===== src/sv/sevt_pkg.sv =====
// Shared types and constants for the sync event table.
// No dependencies; imported by every module of the block.
package sevt_pkg;

    localparam logic [31:0] ID_START = 32'h0000_6000;
    localparam logic [31:0] NO_ID    = 32'hFFFF_FFFF;

    typedef enum logic [1:0] {
        OP_CREATE = 2'd0,
        OP_SIGNAL = 2'd1,
        OP_RESET  = 2'd2,
        OP_WAIT   = 2'd3
    } op_t;

    typedef enum logic [1:0] {
        STAT_OK           = 2'd0,
        STAT_FULL         = 2'd1,
        STAT_NOT_FOUND    = 2'd2,
        STAT_NOT_SIGNALED = 2'd3
    } status_t;

    typedef enum logic [1:0] {
        S_IDLE,
        S_FETCH,
        S_SCAN
    } state_t;

    // one table entry
    typedef struct packed {
        logic [31:0] ident;
        logic [7:0]  kind;
        logic        flag;
        logic        manual;
    } slot_t;

    // controller -> datapath
    typedef struct packed {
        logic    load_req;
        logic    do_create;
        logic    do_update;
        logic    respond;
        status_t rsp_status;
        logic    rsp_new_id;
    } ctrl_cmd_t;

    // datapath -> controller
    typedef struct packed {
        logic table_full;
        logic table_empty;
        logic hit;
        logic at_last;
        logic flag_set;
        op_t  op_q;
    } dp_stat_t;

endpackage


===== src/sv/sevt_dp.sv =====
// Datapath of the sync event table: slot memory, fill count, id counter,
// scan address pipeline and result registers. Depends on sevt_pkg.
module sevt_dp
    import sevt_pkg::*;
#(
    parameter int SLOTS = 32
) (
    input  logic        clk,
    input  logic        rst_n,
    input  ctrl_cmd_t   cmd,
    output dp_stat_t    stat,
    input  logic [1:0]  op,
    input  logic [31:0] event_ident,
    input  logic [7:0]  obj_kind,
    input  logic        start_signaled,
    input  logic        manual_mode,
    output logic        done,
    output logic [1:0]  status,
    output logic [31:0] new_id
);

    localparam int AW = (SLOTS > 1) ? $clog2(SLOTS) : 1;
    localparam int CW = $clog2(SLOTS + 1);

    slot_t mem [SLOTS];

    // slots fill in order and are never freed: used means index < fill
    logic [CW-1:0] fill_reg, fill_next;
    logic [31:0]   next_ident_reg, next_ident_next;
    logic [AW-1:0] scan_addr_reg, scan_addr_next;
    logic [AW-1:0] cmp_addr_reg;
    slot_t         rdata_reg;
    op_t           op_q_reg;
    logic [31:0]   id_q_reg;
    logic          done_reg, done_next;
    logic [1:0]    status_reg;
    logic [31:0]   new_id_reg;
    slot_t         wr_data;
    logic          upd_flag;

    always_comb
    begin
        fill_next       = fill_reg;
        next_ident_next = next_ident_reg;
        if (cmd.do_create)
        begin
            fill_next       = fill_reg + CW'(1);
            next_ident_next = next_ident_reg + 32'd1;
        end
    end

    always_comb
    begin
        if (cmd.load_req)
            scan_addr_next = '0;
        else if (scan_addr_reg == AW'(SLOTS - 1))
            scan_addr_next = scan_addr_reg;
        else
            scan_addr_next = scan_addr_reg + AW'(1);
    end

    always_comb
    begin
        case (op_q_reg)
            OP_SIGNAL: upd_flag = 1'b1;
            OP_RESET:  upd_flag = 1'b0;
            OP_WAIT:   upd_flag = rdata_reg.manual;
            default:   upd_flag = rdata_reg.flag;
        endcase
        wr_data      = rdata_reg;
        wr_data.flag = upd_flag;
    end

    assign done_next = cmd.respond;

    always_ff @(posedge clk or negedge rst_n)
    begin
        if (!rst_n)
        begin
            fill_reg       <= '0;
            next_ident_reg <= ID_START;
            done_reg       <= 1'b0;
        end
        else
        begin
            fill_reg       <= fill_next;
            next_ident_reg <= next_ident_next;
            done_reg       <= done_next;
        end
    end

    always_ff @(posedge clk)
    begin
        scan_addr_reg <= scan_addr_next;
        cmp_addr_reg  <= scan_addr_reg;
        if (cmd.load_req)
        begin
            op_q_reg <= op_t'(op);
            id_q_reg <= event_ident;
        end
        if (cmd.respond)
        begin
            status_reg <= cmd.rsp_status;
            new_id_reg <= cmd.rsp_new_id ? next_ident_reg : NO_ID;
        end
    end

    // slot memory: one write port, one registered read port
    always_ff @(posedge clk)
    begin
        if (cmd.do_create)
            mem[fill_reg[AW-1:0]] <= '{ident: next_ident_reg, kind: obj_kind,
                                       flag: start_signaled, manual: manual_mode};
        else if (cmd.do_update)
            mem[cmp_addr_reg] <= wr_data;
        rdata_reg <= mem[scan_addr_reg];
    end

    assign stat.table_full  = (fill_reg == CW'(SLOTS));
    assign stat.table_empty = (fill_reg == '0);
    assign stat.hit         = (rdata_reg.ident == id_q_reg);
    assign stat.at_last     = (fill_reg == (CW'(cmp_addr_reg) + CW'(1)));
    assign stat.flag_set    = rdata_reg.flag;
    assign stat.op_q        = op_q_reg;

    assign done   = done_reg;
    assign status = status_reg;
    assign new_id = new_id_reg;

endmodule


===== src/sv/sevt_ctrl.sv =====
// Controller of the sync event table: sequences create, lookup scan and
// write-back. Depends on sevt_pkg; drives the datapath in sevt_dp.
module sevt_ctrl
    import sevt_pkg::*;
(
    input  logic       clk,
    input  logic       rst_n,
    input  logic       start,
    input  logic [1:0] op,
    input  dp_stat_t   stat,
    output ctrl_cmd_t  cmd,
    output logic       busy
);

    state_t state_reg, state_next;
    logic   is_create;

    assign is_create = (op_t'(op) == OP_CREATE);

    always_ff @(posedge clk or negedge rst_n)
    begin
        if (!rst_n)
            state_reg <= S_IDLE;
        else
            state_reg <= state_next;
    end

    always_comb
    begin
        state_next = state_reg;
        case (state_reg)
            S_IDLE:
            begin
                if (start && !is_create && !stat.table_empty)
                    state_next = S_FETCH;
            end
            S_FETCH:
                state_next = S_SCAN;
            S_SCAN:
            begin
                if (stat.hit || stat.at_last)
                    state_next = S_IDLE;
            end
            default:
                state_next = S_IDLE;
        endcase
    end

    always_comb
    begin
        cmd = '{load_req: 1'b0, do_create: 1'b0, do_update: 1'b0, respond: 1'b0,
                rsp_status: STAT_OK, rsp_new_id: 1'b0};
        case (state_reg)
            S_IDLE:
            begin
                if (start)
                begin
                    if (is_create)
                    begin
                        cmd.respond = 1'b1;
                        if (stat.table_full)
                            cmd.rsp_status = STAT_FULL;
                        else
                        begin
                            cmd.do_create  = 1'b1;
                            cmd.rsp_new_id = 1'b1;
                        end
                    end
                    else if (stat.table_empty)
                    begin
                        cmd.respond    = 1'b1;
                        cmd.rsp_status = STAT_NOT_FOUND;
                    end
                    else
                        cmd.load_req = 1'b1;
                end
            end
            S_SCAN:
            begin
                if (stat.hit)
                begin
                    cmd.respond = 1'b1;
                    if (stat.op_q == OP_WAIT && !stat.flag_set)
                        cmd.rsp_status = STAT_NOT_SIGNALED;
                    else
                        cmd.do_update = 1'b1;
                end
                else if (stat.at_last)
                begin
                    cmd.respond    = 1'b1;
                    cmd.rsp_status = STAT_NOT_FOUND;
                end
            end
            default:
            begin
            end
        endcase
    end

    assign busy = (state_reg != S_IDLE);

endmodule


===== src/sv/sync_event_table_core.sv =====
// Top level of the sync event table: controller plus datapath.
// Depends on sevt_pkg, sevt_ctrl and sevt_dp.
//
//  channel   ports                                           transfer when
//  --------  ----------------------------------------------  ------------------
//  request   start, busy, op, event_ident, obj_kind,          start && !busy
//            start_signaled, manual_mode
//  result    done, status, new_id                            done (one cycle)
//
// Create, and any lookup on an empty table, answer in the cycle after the
// request (busy never rises). Signal, reset and wait scan the filled
// slots in order through the registered memory read port, and done rises
// once the match or the last filled slot has been compared; busy falls in
// the same cycle that done rises, so the next request can transfer while
// the result is on the ports.
// Reset clears the fill count, the id counter (to 0x6000) and the FSM; the
// slot memory needs no clearing since only filled slots are ever compared.
// The receiver cannot stall: each result is shown for exactly one cycle.
module sync_event_table_core
    import sevt_pkg::*;
#(
    parameter int SLOTS = 32
) (
    input  logic        clk,
    input  logic        rst_n,
    input  logic        start,
    output logic        busy,
    input  logic [1:0]  op,
    input  logic [31:0] event_ident,
    input  logic [7:0]  obj_kind,
    input  logic        start_signaled,
    input  logic        manual_mode,
    output logic        done,
    output logic [1:0]  status,
    output logic [31:0] new_id
);

    ctrl_cmd_t cmd;
    dp_stat_t  stat;

    // sequencer: idle / fetch (first read in flight) / scan
    sevt_ctrl u_ctrl (
        .clk   (clk),
        .rst_n (rst_n),
        .start (start),
        .op    (op),
        .stat  (stat),
        .cmd   (cmd),
        .busy  (busy)
    );

    // slot memory, counters and result registers
    sevt_dp #(
        .SLOTS (SLOTS)
    ) u_dp (
        .clk            (clk),
        .rst_n          (rst_n),
        .cmd            (cmd),
        .stat           (stat),
        .op             (op),
        .event_ident    (event_ident),
        .obj_kind       (obj_kind),
        .start_signaled (start_signaled),
        .manual_mode    (manual_mode),
        .done           (done),
        .status         (status),
        .new_id         (new_id)
    );

`ifndef SYNTHESIS
    // an accepted request is either answered next cycle or keeps the block busy
    a_req_progress: assert property (@(posedge clk) disable iff (!rst_n)
        (start && !busy) |=> (busy || done))
        else $error("request neither answered nor in progress");

    // only a successful create carries an identifier
    a_id_on_ok: assert property (@(posedge clk) disable iff (!rst_n)
        (done && status != STAT_OK) |-> (new_id == NO_ID))
        else $error("identifier on a failed result");

    // a scan does not end in the fetch state: busy holds until the first compare
    a_scan_end: assert property (@(posedge clk) disable iff (!rst_n)
        (busy && !$past(busy) && $past(start)) |=> busy)
        else $error("scan ended before first compare");
`endif

endmodule


===== config.mk =====
export PLATFORM = sky130hd
export DESIGN_NAME = sync_event_table_core
export DESIGN_NICKNAME = d
export VERILOG_FILES = /design/src/sv/sevt_pkg.sv /design/src/sv/sevt_dp.sv /design/src/sv/sevt_ctrl.sv /design/src/sv/sync_event_table_core.sv
export SDC_FILE = /design/constraint.sdc
export NUM_CORES = 1
export LEC_CHECK = 0
export ABC_CLOCK_PERIOD_IN_PS = 5300
export BUFFER_PORTS_ARGS = -buffer_cell sky130_fd_sc_hd__buf_2
export CORE_UTILIZATION = 30
export DETAILED_ROUTE_END_ITERATION = 10
export PLACE_DENSITY = 0.55
export RECOVER_POWER = 25
export SLEW_MARGIN = 5
export SYNTH_ARGS = -nofsm -noshare
export SYNTH_HDL_FRONTEND = slang
export SYNTH_SLANG_ARGS = --single-unit

===== constraint.sdc =====
create_clock -name clk -period 5.3 [get_ports clk]
set_input_delay 0.53 -clock clk [delete_from_list [all_inputs] [get_ports clk]]
set_output_delay 0.53 -clock clk [all_outputs]
set_load 0.05 [all_outputs]

==> out/qor.json <==
{
  "detailedRoute.firstIterationViolations": 1963,
  "die_boundary_height_um": 401,
  "path_clk_slew_ps": 60,
  "detailedPlace.worstSlack_ps": 1370,
  "cp_max_stage_delay_ps": 1130,
  "grt_start_max_net_pins": 73,
  "vdd_drop_max_v": 0.000292,
  "htree_num_levels": 3,
  "setup.worst_path.start_class": "register",
  "routed-via-count": 22100,
  "synth_edf_count": 1156,
  "core_um2": 157000,
  "buffer_ports.inserted": 74,
  "clock_tree.root_cell": "clkbuf_16",
  "critPathSlowestCell": "o22ai_1",
  "cell_chain_of_the_critical_path": "xor2_1, nor4_1, nand2_1, nor3_1, nor2_1, o22ai_1, buf_4",
  "ys_seq_elements": 1241,
  "avgViaCountPerCell": 4.95,
  "cp_data_arrival_time_ps": 4700,
  "max_slew_margin_pct": -131,
  "grt_first_pass_wirelength_mm": 172,
  "synth_largest_area_cell": "edfxtp_1",
  "cts_buffer_count": 120,
  "route.final.wire_length_mm": 121,
  "worst_setup_skew_after_layout_ps": 42.2,
  "die_area_um2": 161000,
  "grt_antenna_before_repair": 7,
  "synth.top_cells.by_count": "edfxtp_1, mux4_2, mux2_2",
  "firstDrtPassIters": 7,
  "failed_checks": "max-capacitance violations, max-slew violations",
  "cts_resized": 0,
  "routabilityCongestion": 0.814,
  "place_hpwl_mm": 68.5,
  "syn-num-nets": 2145,
  "critPathLaunch": "u_dp.id_q_reg[16]",
  "timing.final.crit_period_ps": 4340,
  "cp.required_ps": 5660,
  "worstReg2RegStart": "u_dp.id_q_reg[16]",
  "die_width_um": 401,
  "hold_path_startpoint": "event_ident[7]",
  "cp-end-kind": "register",
  "period_share_pct": 81.8,
  "async_flop_share_pct": 3.30,
  "largest_register_ff_count": 1088,
  "postLayoutSetupSlackWorst_ps": 962,
  "tritoncts_num_sinks": 1241,
  "nNetsFinal": 2348,
  "avgSynthCellArea_um2": 22.8,
  "worst_slew_pin_slew_ps": 3460,
  "clk-insertion-delay-late_ps": 720,
  "placement.cell_area_um2": 51500,
  "hold_buffers": 28,
  "pin_count": 83,
  "power_leakage_nw": 18.6,
  "yosys_warnings": 0,
  "result_of_the_run": "complete, but fails checks",
  "grt_remaining_overflow": 0,
  "path_class": "reg -> reg",
  "worstHoldPathType": "in -> reg",
  "cts.repair_timing.setup_buffer_count": 0,
  "tritoncts": "yes",
  "totalNegativeSetupSlack_ps": 0,
  "drcViolationCount": 0,
  "floorplan.initialDensity_pct": 30.4,
  "report.final.slew_viol_count": 282,
  "route.antenna.remaining_nets": 0,
  "synth_top_cells_by_area": "edfxtp_1, mux4_2, dfrtp_1",
  "layout-drive-gt1-share_pct": 28.7,
  "setup_viol": 0,
  "synthesis.instances": 2092,
  "routed_wire_length_per_instance_um": 27.1,
  "synth_seq_area_share_pct": 76.8,
  "drv_cap": 9,
  "final-hold-violation-count": 0,
  "postLayoutCellArea_um2": 55600,
  "synth.cell_area_um2": 47700,
  "grt_pass1_vias": 23200,
  "globalRouteTotalUtil_pct": 14.9,
  "total_power_mw": 26.0,
  "critPathMaxFanout": 20,
  "rsz0062_at_grt": "false",
  "rows": 145,
  "powerDensity_nw_per_um2": 468,
  "areaGrowthSynthToFinish_pct": 16.6,
  "fmaxAchievable_ghz": 0.231,
  "synth.most_common_cell": "edfxtp_1",
  "clock_path_buffers": 3,
  "synth_cell_types": 49,
  "synthDominantCellAreaShare_pct": 72.8,
  "synth_flop_cell": "edfxtp_1"
}
-- cell type report --
cell class	count	area, um^2
Antenna cell	2	5.00
Multi-Input combinational cell	747	11000
Clock buffer	170	3300
Clock inverter	58	676
Sequential cell	1241	36600
Timing Repair Buffer	179	1450
Inverter	6	22.5
Fill cell	14400	101000
Tap cell	2058	2570
-- cell families after synthesis --
kind of cell | synth area share, %
flip-flops | 76.8
multiplexers | 17.7
AND/OR/NAND/NOR | 2.36
buffers and inverters | 0.999
XOR/XNOR | 1.43
AO/OA/AOI/OAI | 0.580
adder cells (fa/ha/maj) | 0.157
-- layer usage --
| metal | vias up | track usage, % | share of wire (%) |
|---|---|---|---|
| met2 | 704 | 26.3 | 52 |
| met5 | - | 0 | 0.011 |
| li1 | 9169 | - | - |
| met4 | 2 | 4.17 | 2.6 |
| met1 | 12100 | 19.0 | 40 |
| met3 | 163 | 2.23 | 5.3 |
-- critical path: cells and delay by family (launching register included) --
family	cells	cell delay [ps]
xor+xnor	1	230
buf+inv	1	530
compound gates	1	1130
flops	1	410
simple gates	4	1600
-- final timing paths --
| check | to | slack (ps) | cells after the start |
|---|---|---|---|
| hold reg to reg | u_dp.next_ident_reg[31] | 520 | 1 |
| max in group asynchronous | u_dp.next_ident_reg[6] | 2410 | 3 |
| setup reg to reg | u_dp.new_id[25] | 960 | 7 |
| min in group asynchronous | u_dp.done | 1280 | 3 |
| hold / removal | u_dp.id_q_reg[7] | 150 | 1 |
| setup / recovery | u_dp.new_id[25] | 960 | 7 |
-- cell usage in the layout, fill, tap and decap left out, drive strengths merged, types with 2 or more instances in the layout --
cell,netlist,routed
edfxtp,1156,1156
mux4,340,340
clkbuf,50,231
buf,48,90
mux2,68,68
nand2,64,64
xor2,45,45
dfxtp,44,44
dfrtp,39,39
nand2b,38,38
clkinv,0,38
xnor2,33,33
a21oi,29,29
dlygate4sd3,0,28
nor2,23,23
nand3,21,21
bufinv,0,12
and3,10,10
nor3,10,10
nor4,9,9
nand4,9,9
o21ai,9,9
inv,6,9
ha,6,6
nor3b,5,5
clkinvlp,0,5
nor2b,4,4
and4,4,4
or2,3,3
mux2i,3,3
diode,0,2
and3b,2,2
dfstp,2,2
o31ai,2,2
-- metrics by stage --
| stage | util (%) | hold slack [ps] | std cells |
|---|---|---|---|
| finish | 35.4 | 153 | 4461 |
| global route | 35.4 | 130 | 4460 |
| CTS | 35.5 | 34.5 | 4459 |
| detailed placement | 32.8 | 507 | 4203 |
| global placement | 32.8 | 501 | 4203 |
| floorplan | - | 234 | 2092 |
-- power by group --
| part | switching, mW | internal (mW) | total, mW |
|---|---|---|---|
| combinational | 2.93 | 2.79 | 5.73 |
| clock | 3.66 | 4.93 | 8.59 |
| sequential | 0.600 | 11.1 | 11.7 |
| total | 7.19 | 18.8 | 26.0 |
Note: power is estimated with default switching activity, not from simulation.
